**src/rtl/kws_pkg.sv**
```systemverilog
// Package: keyword table, widths and table helper functions for the keyword score filter
`timescale 1ns / 1ps
`default_nettype none
package kws_pkg;

  localparam int KW_COUNT      = 60;
  localparam int KW_MAX_LEN    = 9;
  localparam int KW_GROUP_SIZE = 8;
  localparam int KW_GROUPS     = (KW_COUNT + KW_GROUP_SIZE - 1) / KW_GROUP_SIZE;
  localparam int SCORE_W       = 7;
  localparam int PART_W        = 5;
  localparam int BYTE_W        = 8;

  typedef struct packed {
    logic [1:0]  chars;
    logic [1:0]  weight;
    logic [15:0] cp0;
    logic [15:0] cp1;
    logic [15:0] cp2;
  } kw_entry_t;

  localparam kw_entry_t KW_TABLE [KW_COUNT] = '{
    '{2'd1, 2'd1, 16'h6CA1, 16'h0000, 16'h0000},
    '{2'd1, 2'd1, 16'h9669, 16'h0000, 16'h0000},
    '{2'd1, 2'd1, 16'h60CA, 16'h0000, 16'h0000},
    '{2'd1, 2'd1, 16'h5446, 16'h0000, 16'h0000},
    '{2'd1, 2'd1, 16'h9707, 16'h0000, 16'h0000},
    '{2'd1, 2'd1, 16'h64BC, 16'h0000, 16'h0000},
    '{2'd1, 2'd1, 16'h5413, 16'h0000, 16'h0000},
    '{2'd1, 2'd1, 16'h50BB, 16'h0000, 16'h0000},
    '{2'd1, 2'd1, 16'h9A97, 16'h0000, 16'h0000},
    '{2'd1, 2'd1, 16'h7206, 16'h0000, 16'h0000},
    '{2'd2, 2'd1, 16'h8D22, 16'h5BCC, 16'h0000},
    '{2'd2, 2'd1, 16'h5BC6, 16'h7801, 16'h0000},
    '{2'd2, 2'd1, 16'h8BD1, 16'h5C40, 16'h0000},
    '{2'd1, 2'd1, 16'h7834, 16'h0000, 16'h0000},
    '{2'd1, 2'd1, 16'h6253, 16'h0000, 16'h0000},
    '{2'd2, 2'd1, 16'h5343, 16'h4E07, 16'h0000},
    '{2'd1, 2'd1, 16'h7F5A, 16'h0000, 16'h0000},
    '{2'd2, 2'd1, 16'h8C28, 16'h8BB0, 16'h0000},
    '{2'd1, 2'd1, 16'h4E0D, 16'h0000, 16'h0000},
    '{2'd1, 2'd1, 16'h4E86, 16'h0000, 16'h0000},
    '{2'd1, 2'd1, 16'h9999, 16'h0000, 16'h0000},
    '{2'd1, 2'd1, 16'h5403, 16'h0000, 16'h0000},
    '{2'd1, 2'd1, 16'h5B9A, 16'h0000, 16'h0000},
    '{2'd1, 2'd1, 16'h597D, 16'h0000, 16'h0000},
    '{2'd1, 2'd1, 16'h4E25, 16'h0000, 16'h0000},
    '{2'd1, 2'd1, 16'h6781, 16'h0000, 16'h0000},
    '{2'd1, 2'd1, 16'h7AEF, 16'h0000, 16'h0000},
    '{2'd1, 2'd1, 16'h62D2, 16'h0000, 16'h0000},
    '{2'd1, 2'd1, 16'h7EDD, 16'h0000, 16'h0000},
    '{2'd1, 2'd1, 16'h5DE8, 16'h0000, 16'h0000},
    '{2'd1, 2'd1, 16'h5927, 16'h0000, 16'h0000},
    '{2'd1, 2'd1, 16'h5FEB, 16'h0000, 16'h0000},
    '{2'd1, 2'd1, 16'h770B, 16'h0000, 16'h0000},
    '{2'd1, 2'd1, 16'h574F, 16'h0000, 16'h0000},
    '{2'd1, 2'd1, 16'h5077, 16'h0000, 16'h0000},
    '{2'd1, 2'd1, 16'h9003, 16'h0000, 16'h0000},
    '{2'd2, 2'd1, 16'h53D1, 16'h73B0, 16'h0000},
    '{2'd1, 2'd2, 16'h0021, 16'h0000, 16'h0000},
    '{2'd1, 2'd2, 16'hFF01, 16'h0000, 16'h0000},
    '{2'd1, 2'd2, 16'h003F, 16'h0000, 16'h0000},
    '{2'd1, 2'd2, 16'hFF1F, 16'h0000, 16'h0000},
    '{2'd3, 2'd2, 16'h3002, 16'h3002, 16'h3002},
    '{2'd3, 2'd2, 16'h002E, 16'h002E, 16'h002E},
    '{2'd1, 2'd2, 16'h5371, 16'h0000, 16'h0000},
    '{2'd2, 2'd2, 16'h5929, 16'h5440, 16'h0000},
    '{2'd3, 2'd2, 16'h4E00, 16'h53E3, 16'h6C14},
    '{2'd2, 2'd2, 16'h79D8, 16'h5BC6, 16'h0000},
    '{2'd2, 2'd2, 16'h66B4, 16'h8DCC, 16'h0000},
    '{2'd2, 2'd2, 16'h66B4, 16'h6DA8, 16'h0000},
    '{2'd2, 2'd2, 16'h9A97, 16'h5C40, 16'h0000},
    '{2'd2, 2'd2, 16'h5C45, 16'h7136, 16'h0000},
    '{2'd2, 2'd2, 16'h5207, 16'h8BB0, 16'h0000},
    '{2'd2, 2'd2, 16'h89E3, 16'h5BC6, 16'h0000},
    '{2'd2, 2'd2, 16'h63ED, 16'h79D8, 16'h0000},
    '{2'd1, 2'd2, 16'h614C, 16'h0000, 16'h0000},
    '{2'd2, 2'd2, 16'h6CE8, 16'h610F, 16'h0000},
    '{2'd2, 2'd2, 16'h5C0F, 16'h5FC3, 16'h0000},
    '{2'd2, 2'd2, 16'h8B66, 16'h544A, 16'h0000},
    '{2'd1, 2'd2, 16'h4EBF, 16'h0000, 16'h0000},
    '{2'd1, 2'd3, 16'h4E07, 16'h0000, 16'h0000}
  };

  function automatic logic [3:0] kw_len(input int k);
    logic [15:0] cps [3];
    int n;
    cps = '{KW_TABLE[k].cp0, KW_TABLE[k].cp1, KW_TABLE[k].cp2};
    n = 0;
    for (int i = 0; i < 3; i++) begin
      if (i < int'(KW_TABLE[k].chars)) begin
        n = (cps[i] < 16'h0080) ? n + 1 : n + 3;
      end
    end
    return 4'(n);
  endfunction

  function automatic logic [7:0] kw_byte(input int k, input int p);
    logic [15:0] cps [3];
    logic [7:0]  bseq [KW_MAX_LEN];
    int n;
    cps = '{KW_TABLE[k].cp0, KW_TABLE[k].cp1, KW_TABLE[k].cp2};
    for (int j = 0; j < KW_MAX_LEN; j++) bseq[j] = 8'h00;
    n = 0;
    for (int i = 0; i < 3; i++) begin
      if (i < int'(KW_TABLE[k].chars)) begin
        if (cps[i] < 16'h0080) begin
          bseq[n] = cps[i][7:0];
          n = n + 1;
        end else begin
          bseq[n]     = {4'hE, cps[i][15:12]};
          bseq[n + 1] = {2'b10, cps[i][11:6]};
          bseq[n + 2] = {2'b10, cps[i][5:0]};
          n = n + 3;
        end
      end
    end
    return bseq[p];
  endfunction

endpackage
`default_nettype wire

```
**src/rtl/kws_in_if.sv**
```systemverilog
// Interface: title byte input channel
`timescale 1ns / 1ps
`default_nettype none
interface kws_in_if;
  logic       valid;
  logic       ready;
  logic [7:0] title_byte;
  logic       last_byte;
  modport source (output valid, output title_byte, output last_byte, input ready);
  modport sink (input valid, input title_byte, input last_byte, output ready);
endinterface
`default_nettype wire

```
**src/rtl/kws_out_if.sv**
```systemverilog
// Interface: score result channel
`timescale 1ns / 1ps
`default_nettype none
interface kws_out_if;
  logic       valid;
  logic       ready;
  logic [6:0] score_units;
  logic       is_flagged;
  modport source (output valid, output score_units, output is_flagged, input ready);
  modport sink (input valid, input score_units, input is_flagged, output ready);
endinterface
`default_nettype wire

```
**src/rtl/kws_cfg_if.sv**
```systemverilog
// Interface: threshold register write channel
`timescale 1ns / 1ps
`default_nettype none
interface kws_cfg_if;
  logic       valid;
  logic       ready;
  logic [6:0] threshold_units;
  modport source (output valid, output threshold_units, input ready);
  modport sink (input valid, input threshold_units, output ready);
endinterface
`default_nettype wire

```
**src/rtl/kws_cell.sv**
```systemverilog
// Window cell: one byte of history with its valid flag, shifted on each transaction
`timescale 1ns / 1ps
`default_nettype none
module kws_cell (
  input  wire logic                     clk,
  input  wire logic                     rst_n,
  input  wire logic                     en,
  input  wire logic                     clr,
  input  wire logic [kws_pkg::BYTE_W-1:0] d_byte,
  input  wire logic                     d_vld,
  output logic      [kws_pkg::BYTE_W-1:0] q_byte,
  output logic                          q_vld
);
  logic [kws_pkg::BYTE_W-1:0] byte_r;
  logic                       vld_r;

  always_ff @(posedge clk) begin
    if (!rst_n) begin
      vld_r <= 1'b0;
    end else if (en) begin
      vld_r <= d_vld & ~clr;
    end
  end

  always_ff @(posedge clk) begin
    if (en) begin
      byte_r <= d_byte;
    end
  end

  assign q_byte = byte_r;
  assign q_vld  = vld_r;
endmodule
`default_nettype wire

```
**src/rtl/kws_match.sv**
```systemverilog
// Pattern matcher: parallel compares against the window and per-pattern seen flags
`timescale 1ns / 1ps
`default_nettype none
module kws_match (
  input  wire logic                         clk,
  input  wire logic                         rst_n,
  input  wire logic                         acc,
  input  wire logic                         last,
  input  wire logic [kws_pkg::BYTE_W-1:0]   win_byte [kws_pkg::KW_MAX_LEN],
  input  wire logic                         win_vld  [kws_pkg::KW_MAX_LEN],
  output logic      [kws_pkg::KW_COUNT-1:0] flags_done
);
  logic [kws_pkg::KW_COUNT-1:0] seen_r;
  logic [kws_pkg::KW_COUNT-1:0] seen_nxt;
  logic [kws_pkg::KW_COUNT-1:0] hit;

  for (genvar k = 0; k < kws_pkg::KW_COUNT; k++) begin : g_pat
    localparam int L = int'(kws_pkg::kw_len(k));
    logic [kws_pkg::KW_MAX_LEN-1:0] eq;
    for (genvar p = 0; p < kws_pkg::KW_MAX_LEN; p++) begin : g_pos
      if (p < L) begin : g_cmp
        assign eq[p] = win_vld[L-1-p] && (win_byte[L-1-p] == kws_pkg::kw_byte(k, p));
      end else begin : g_pad
        assign eq[p] = 1'b1;
      end
    end
    assign hit[k] = &eq;
  end

  assign flags_done = seen_r | hit;

  always_comb begin
    seen_nxt = seen_r;
    if (acc) begin
      seen_nxt = last ? '0 : flags_done;
    end
  end

  always_ff @(posedge clk) begin
    if (!rst_n) begin
      seen_r <= '0;
    end else begin
      seen_r <= seen_nxt;
    end
  end
endmodule
`default_nettype wire

```
**src/rtl/kws_score.sv**
```systemverilog
// Score pipeline: flag capture, group sums, total and threshold compare
`timescale 1ns / 1ps
`default_nettype none
module kws_score (
  input  wire logic                          clk,
  input  wire logic                          rst_n,
  input  wire logic                          start,
  input  wire logic [kws_pkg::KW_COUNT-1:0]  flags,
  input  wire logic [kws_pkg::SCORE_W-1:0]   threshold,
  input  wire logic                          res_ready,
  output logic                               free,
  output logic                               res_valid,
  output logic      [kws_pkg::SCORE_W-1:0]   res_score,
  output logic                               res_flag
);
  logic                          a_v_r, p_v_r, o_v_r;
  logic [kws_pkg::KW_COUNT-1:0]  a_flags_r;
  logic [kws_pkg::PART_W-1:0]    part_r   [kws_pkg::KW_GROUPS];
  logic [kws_pkg::PART_W-1:0]    part_nxt [kws_pkg::KW_GROUPS];
  logic [kws_pkg::SCORE_W-1:0]   score_r, score_nxt;
  logic                          flag_r;
  logic                          o_free, p_free;

  assign o_free = !o_v_r || res_ready;
  assign p_free = !p_v_r || o_free;
  assign free   = !a_v_r || p_free;

  always_comb begin
    for (int g = 0; g < kws_pkg::KW_GROUPS; g++) begin
      part_nxt[g] = '0;
      for (int i = 0; i < kws_pkg::KW_GROUP_SIZE; i++) begin
        if (g * kws_pkg::KW_GROUP_SIZE + i < kws_pkg::KW_COUNT) begin
          if (a_flags_r[g * kws_pkg::KW_GROUP_SIZE + i]) begin
            part_nxt[g] = part_nxt[g] + kws_pkg::PART_W'(
              kws_pkg::KW_TABLE[g * kws_pkg::KW_GROUP_SIZE + i].weight);
          end
        end
      end
    end
    score_nxt = '0;
    for (int g = 0; g < kws_pkg::KW_GROUPS; g++) begin
      score_nxt = score_nxt + kws_pkg::SCORE_W'(part_r[g]);
    end
  end

  always_ff @(posedge clk) begin
    if (!rst_n) begin
      a_v_r <= 1'b0;
      p_v_r <= 1'b0;
      o_v_r <= 1'b0;
    end else begin
      if (free) a_v_r <= start;
      if (p_free) p_v_r <= a_v_r;
      if (o_free) o_v_r <= p_v_r;
    end
  end

  always_ff @(posedge clk) begin
    if (free && start) a_flags_r <= flags;
    if (p_free && a_v_r) part_r <= part_nxt;
    if (o_free && p_v_r) begin
      score_r <= score_nxt;
      flag_r  <= (score_nxt >= threshold);
    end
  end

  assign res_valid = o_v_r;
  assign res_score = score_r;
  assign res_flag  = flag_r;
endmodule
`default_nettype wire

```
**src/rtl/keyword_score_filter.sv**
```systemverilog
// Top level: byte window chain, pattern matcher, score pipeline and threshold register
// Throughput: one title byte per cycle, back to back, while results are taken.
// Result path: flags are captured at the edge that accepts the last byte, then the group
// sums and then the total and compare are registered before the result is valid.
// The window cells and seen flags update in the cycle of each transaction.
// Reset (synchronous, rst_n low): window and flags clear, pipeline empty,
// threshold returns to 2.
`timescale 1ns / 1ps
`default_nettype none
module keyword_score_filter #(
  parameter int WINDOW_BYTES = 9
) (
  input  wire logic  clk,
  input  wire logic  rst_n,
  kws_in_if.sink     in_ch,
  kws_out_if.source  out_ch,
  kws_cfg_if.sink    cfg_ch
);
  localparam int CELLS = WINDOW_BYTES - 1;

  logic                                 acc;
  logic                                 free;
  logic [kws_pkg::SCORE_W-1:0]          thr_r;
  logic [kws_pkg::BYTE_W-1:0]           cell_byte [CELLS];
  logic                                 cell_vld  [CELLS];
  logic [kws_pkg::BYTE_W-1:0]           win_byte  [kws_pkg::KW_MAX_LEN];
  logic                                 win_vld   [kws_pkg::KW_MAX_LEN];
  logic [kws_pkg::KW_COUNT-1:0]         flags_done;

  assign in_ch.ready = free;
  assign acc         = in_ch.valid && free;
  assign cfg_ch.ready = 1'b1;

  always_ff @(posedge clk) begin
    if (!rst_n) begin
      thr_r <= kws_pkg::SCORE_W'(2);
    end else if (cfg_ch.valid) begin
      thr_r <= cfg_ch.threshold_units;
    end
  end

  for (genvar c = 0; c < CELLS; c++) begin : g_cell
    if (c == 0) begin : g_head
      kws_cell u_cell (
        .clk, .rst_n, .en(acc), .clr(in_ch.last_byte),
        .d_byte(in_ch.title_byte), .d_vld(1'b1),
        .q_byte(cell_byte[c]), .q_vld(cell_vld[c])
      );
    end else begin : g_body
      kws_cell u_cell (
        .clk, .rst_n, .en(acc), .clr(in_ch.last_byte),
        .d_byte(cell_byte[c-1]), .d_vld(cell_vld[c-1]),
        .q_byte(cell_byte[c]), .q_vld(cell_vld[c])
      );
    end
  end

  always_comb begin
    win_byte[0] = in_ch.title_byte;
    win_vld[0]  = 1'b1;
    for (int j = 1; j < kws_pkg::KW_MAX_LEN; j++) begin
      win_byte[j] = cell_byte[j-1];
      win_vld[j]  = cell_vld[j-1];
    end
  end

  kws_match u_match (
    .clk, .rst_n, .acc, .last(in_ch.last_byte),
    .win_byte, .win_vld, .flags_done
  );

  kws_score u_score (
    .clk, .rst_n,
    .start(acc && in_ch.last_byte),
    .flags(flags_done),
    .threshold(thr_r),
    .res_ready(out_ch.ready),
    .free,
    .res_valid(out_ch.valid),
    .res_score(out_ch.score_units),
    .res_flag(out_ch.is_flagged)
  );

  a_clear_after_last: assert property (@(posedge clk) disable iff (!rst_n)
    acc && in_ch.last_byte |=> !cell_vld[0])
    else $error("window not cleared after last byte");

  a_fill_after_byte: assert property (@(posedge clk) disable iff (!rst_n)
    acc && !in_ch.last_byte |=> cell_vld[0])
    else $error("window head not filled");

  a_score_range: assert property (@(posedge clk) disable iff (!rst_n)
    out_ch.valid |-> out_ch.score_units <= kws_pkg::SCORE_W'(84))
    else $error("score out of range");

  a_no_accept_when_full: assert property (@(posedge clk) disable iff (!rst_n)
    out_ch.valid && !out_ch.ready && u_score.p_v_r && u_score.a_v_r |-> !in_ch.ready)
    else $error("accepted with pipeline full");
endmodule
`default_nettype wire

```
**src/flat_wrapper.sv**
```systemverilog
// flat-port wrapper written by rule: the top's interface ports become plain ports
module keyword_score_filter_flat 
#(
  parameter int WINDOW_BYTES = 9
)
  (clk, rst_n, in_ch_valid, in_ch_title_byte, in_ch_last_byte, in_ch_ready, out_ch_valid, out_ch_score_units, out_ch_is_flagged, out_ch_ready, cfg_ch_valid, cfg_ch_threshold_units, cfg_ch_ready);
  kws_in_if in_ch_i ();
  kws_out_if out_ch_i ();
  kws_cfg_if cfg_ch_i ();
  input  wire logic clk;
  input  wire logic rst_n;
  input wire logic [$bits(in_ch_i.valid)-1:0] in_ch_valid;
  input wire logic [$bits(in_ch_i.title_byte)-1:0] in_ch_title_byte;
  input wire logic [$bits(in_ch_i.last_byte)-1:0] in_ch_last_byte;
  output wire logic [$bits(in_ch_i.ready)-1:0] in_ch_ready;
  output wire logic [$bits(out_ch_i.valid)-1:0] out_ch_valid;
  output wire logic [$bits(out_ch_i.score_units)-1:0] out_ch_score_units;
  output wire logic [$bits(out_ch_i.is_flagged)-1:0] out_ch_is_flagged;
  input wire logic [$bits(out_ch_i.ready)-1:0] out_ch_ready;
  input wire logic [$bits(cfg_ch_i.valid)-1:0] cfg_ch_valid;
  input wire logic [$bits(cfg_ch_i.threshold_units)-1:0] cfg_ch_threshold_units;
  output wire logic [$bits(cfg_ch_i.ready)-1:0] cfg_ch_ready;
  assign in_ch_i.valid = in_ch_valid;
  assign in_ch_i.title_byte = in_ch_title_byte;
  assign in_ch_i.last_byte = in_ch_last_byte;
  assign in_ch_ready = in_ch_i.ready;
  assign out_ch_valid = out_ch_i.valid;
  assign out_ch_score_units = out_ch_i.score_units;
  assign out_ch_is_flagged = out_ch_i.is_flagged;
  assign out_ch_i.ready = out_ch_ready;
  assign cfg_ch_i.valid = cfg_ch_valid;
  assign cfg_ch_i.threshold_units = cfg_ch_threshold_units;
  assign cfg_ch_ready = cfg_ch_i.ready;
  keyword_score_filter #(.WINDOW_BYTES(WINDOW_BYTES)) u_core (.clk(clk), .rst_n(rst_n), .in_ch(in_ch_i), .out_ch(out_ch_i), .cfg_ch(cfg_ch_i));
endmodule
```
**config.mk**
```make
export PLATFORM = sky130hd
export DESIGN_NAME = keyword_score_filter_flat
export DESIGN_NICKNAME = d
export VERILOG_FILES = /design/src/rtl/kws_pkg.sv /design/src/rtl/kws_in_if.sv /design/src/rtl/kws_out_if.sv /design/src/rtl/kws_cfg_if.sv /design/src/rtl/kws_cell.sv /design/src/rtl/kws_match.sv /design/src/rtl/kws_score.sv /design/src/rtl/keyword_score_filter.sv /design/src/flat_wrapper.sv
export SDC_FILE = /design/constraint.sdc
export NUM_CORES = 1
export LEC_CHECK = 0
export BUFFER_PORTS_ARGS = -buffer_cell sky130_fd_sc_hd__buf_2
export CAP_MARGIN = 10
export CORE_AREA = 8 8 160 162
export DETAILED_ROUTE_END_ITERATION = 10
export DIE_AREA = 0 0 168 170
export PLACE_DENSITY = 0.81
export SETUP_SLACK_MARGIN = 0.1
export SKIP_CTS_REPAIR_TIMING = 1
export SLEW_MARGIN = 20
export SYNTH_ARGS = -nofsm -noshare
export SYNTH_HDL_FRONTEND = slang
export SYNTH_SLANG_ARGS = --single-unit
```
**constraint.sdc**
```tcl
create_clock -name clk -period 12.1 [get_ports clk]
set_input_delay 0.605 -clock clk [delete_from_list [all_inputs] [get_ports clk]]
set_output_delay 0.605 -clock clk [all_outputs]
set_load 0.05 [all_outputs]
```
==> reports/metrics.yaml <==
detailed_routing:
  final_antenna_net_count: 0
  wl_per_cell_um: 20.8
  via_per_inst: 6.10
  vias: 9526
  firstDrtPassIters: 6
  wl_mm: 32.6
  drc_errors: 0
  drt_iter0_drc: 730
floorplan:
  die_area_mm2: 0.0286
  core_mm2: 0.0231
  start_util: 0.593
  rows: 56
  pin_count: 32
  die_w_um: 168
  die_h_um: 170
sta:
  setup_viol: 0
  hold-worst-slack_ns: 0.305
  grt_setup_unrepaired: "no"
  fin_skew_ns: 0.0185
  setup_ws_ns: 7.67
  hold_violations: 0
  fmax_ghz: 0.226
  max_slew_margin: 0.236
  min_period_ns: 4.43
  min_period_over_period: 0.366
  worst_pin_slew_ns: 1.14
  tns_ns: 0
  drv_slew: 0
synthesis:
  async_flop_share: 0
  synth-edff-count: 170
  ys.flop_type: "edfxtp_1"
  avgSynthCellArea_um2: 11.2
  ys_ff_latch: 248
  ys_seq_area_frac: 0.488
  syn_inst: 1219
  netlist_area_mm2: 0.0137
  synth_fp_nets: 1331
  synth_warnings: 0
  synthDistinctLibCells: 68
grt:
  track_usage: 0.227
  grt_max_degree: 92
  antenna_found_initial: 3
  grt-ovfl-total: 0
  grt_pass1_wl_mm: 51.3
  grt_pass1_vias: 9391
worst_setup_path:
  critPathRequiredTime_ns: 12.38
  crit_path_start: "u_core.u_score.a_flags_r[16]"
  startpoint_type: "flip-flop"
  cp_top_family: "adder cells"
  critPathMostFrequentCell: "ha_1"
  worstPathCellList: "inv_1, ha_1, xor2_1, ha_1, nand2_1, o31ai_1, ha_1, mux2_2, ha_1, mux2_2, ha_1, mux2_2, ha_1, and2_1, a21oi_1, o22ai_1, a211o_1"
  critPathArrivalTime_ns: 4.71
  max_stage_delay_ns: 0.36
  critical_path_class: "reg2reg"
  reg2reg_from: "u_core.u_score.a_flags_r[16]"
  crit_buf_inv: 1
  endpoint_kind: "flip-flop"
  crit_path_max_fanout: 6
  slowest_stage: "ha_1"
final_layout:
  num-nets-final: 1363
  synthToLayoutAreaGrowth_pct: 9.71
  fin_cells: 1562
  layout_commonest_cell: "edfxtp_1"
  drive_gt1_frac: 0.112
  most-common-layout-cells: "170 x edfxtp_1, 105 x nand2_1, 92 x inv_1"
placement:
  place.gp.congestion: 0.947
  dp_hpwl_mm: 24.2
  post-place-cells: 1513
  port_buffers: 30
  dp_slack_ns: 7.71
worst_hold_path:
  hold_path_startpoint: "cfg_ch_threshold_units[1]"
  hold_path_class: "in2reg"
power_and_ir_drop:
  powerDensity_mw_per_mm2: 160
  leakage_uw: 0.00652
  ir_drop_v: 0.000135
  finalPower_uw: 2400
clocking:
  cts_tree: "built"
  cts.htree.levels: 1
  root_buffer: "clkbuf_16"
  cts_sinks: 248
  numCtsBuffers: 26
  cts.path.max_buffers: 3
  clk_pin_slew_ns: 0.06
  insertion_delay_ns: 0.53
run_status:
  status: "complete, no violations"
run:
  cap_viol_max_count: 0
## flip-flops by register name, indices dropped and copies added, names as in the netlist
name	cells
u_core.u_match.seen_r	60
u_core.u_score.a_flags_r	60
u_core.g_cell.g_body.u_cell.q_byte	56
u_core.u_score.part_r	38
u_core.g_cell.g_head.u_cell.q_byte	8
u_core.g_cell.g_body.u_cell.q_vld	7
u_core.thr_r	7
u_core.u_score.res_score	7
u_core.g_cell.g_head.u_cell.q_vld	1
u_core.u_score.a_v_r	1
u_core.u_score.p_v_r	1
u_core.u_score.res_flag	1
u_core.u_score.res_valid	1
## layer usage
layer	up-vias	track usage	wire length (um)
met4	6	0.0625	884
li1	4502	-	-
met1	4626	0.288	13800
met2	332	0.394	15600
met5	-	0	44
met3	60	0.0424	2250
## worst paths after layout
path | slack (ns) | endpoint | cells past startpoint
setup / recovery | 7.67 | u_core.u_score.part_r[29] | 17
hold / removal | 0.31 | u_core.thr_r[1] | 3
setup reg to reg | 7.67 | u_core.u_score.part_r[29] | 17
hold reg to reg | 0.45 | u_core.g_cell[5].g_body.u_cell.q_byte[4] | 0
## report_power, final
| group | total [uW] | internal, uW | switching, uW |
|---|---|---|---|
| combinational | 590 | 252 | 338 |
| clock | 799 | 467 | 333 |
| sequential | 1010 | 977 | 32.1 |
## synthesized netlist by cell type (3+ instances only)
cell type	count	share of area
a21boi_0	9	0.0049
a21o_1	12	0.0066
a21oi_1	16	0.0059
a22oi_1	3	0.0016
a31o_2	20	0.013
a31oi_1	8	0.0037
a41o_1	28	0.021
and2_1	14	0.0064
and3_1	16	0.0073
and4_1	6	0.0038
buf_2	5	0.0018
clkbuf_1	23	0.0063
dfxtp_1	78	0.11
edfxtp_1	170	0.37
fa_1	28	0.041
ha_1	63	0.058
inv_1	94	0.026
mux2_2	19	0.016
mux2i_1	11	0.0081
nand2_1	105	0.029
nand2b_1	21	0.0096
nand3_1	29	0.011
nand3b_1	18	0.0099
nand4_1	15	0.0069
nand4b_1	7	0.0045
nor2_1	80	0.022
nor2b_1	23	0.011
nor3_1	41	0.015
nor3b_1	8	0.0044
nor4_1	13	0.0060
nor4b_1	11	0.0070
o211a_1	52	0.038
o21a_1	3	0.0016
o21ai_0	14	0.0051
o22ai_1	5	0.0023
o31ai_1	7	0.0038
or2_2	7	0.0032
or3_1	4	0.0018
xnor2_1	45	0.029
xor2_1	50	0.032
xor2_2	5	0.0060
## kinds of logic after synthesis
family	count (synthesis)	share of synthesized area
and+or+nand+nor	429	0.166
DFF	248	0.488
AOI/OAI and AO/OA	192	0.117
buffers and inverters	124	0.0351
xor gates and xnor gates	103	0.0716
adders and majority gates	91	0.0987
muxes	30	0.0237
other	2	0.000550
## worst reg2reg max path, cell delays in order (launching register included)
cell and delay, ns:
edfxtp_1 0.35, inv_1 0.05, ha_1 0.33, xor2_1 0.18, ha_1 0.28, nand2_1 0.04, o31ai_1 0.18, ha_1 0.36
mux2_2 0.29, ha_1 0.31, mux2_2 0.29, ha_1 0.31, mux2_2 0.29, ha_1 0.19, and2_1 0.19, a21oi_1 0.13
o22ai_1 0.11, a211o_1 0.29
## through the flow
step	instance area, um2	util
6_report	15000	0.650
5_1_grt	15000	0.650
4_1_cts	15000	0.650
3_5_place_dp	14100	0.613
3_3_place_gp	14100	0.611
2_1_floorplan	13700	-
## layout make-up
class / instances / area, um2
fill: 1744 / 8060
clock buffer: 35 / 767
antenna: 1 / 2.50
clock inverter: 13 / 97.6
inverter: 94 / 355
tap: 290 / 363
sequential: 248 / 6670
timing repair buffer: 34 / 200
multi-input combinational: 847 / 6540
No activity file was read; power rests on OpenSTA's default activity.
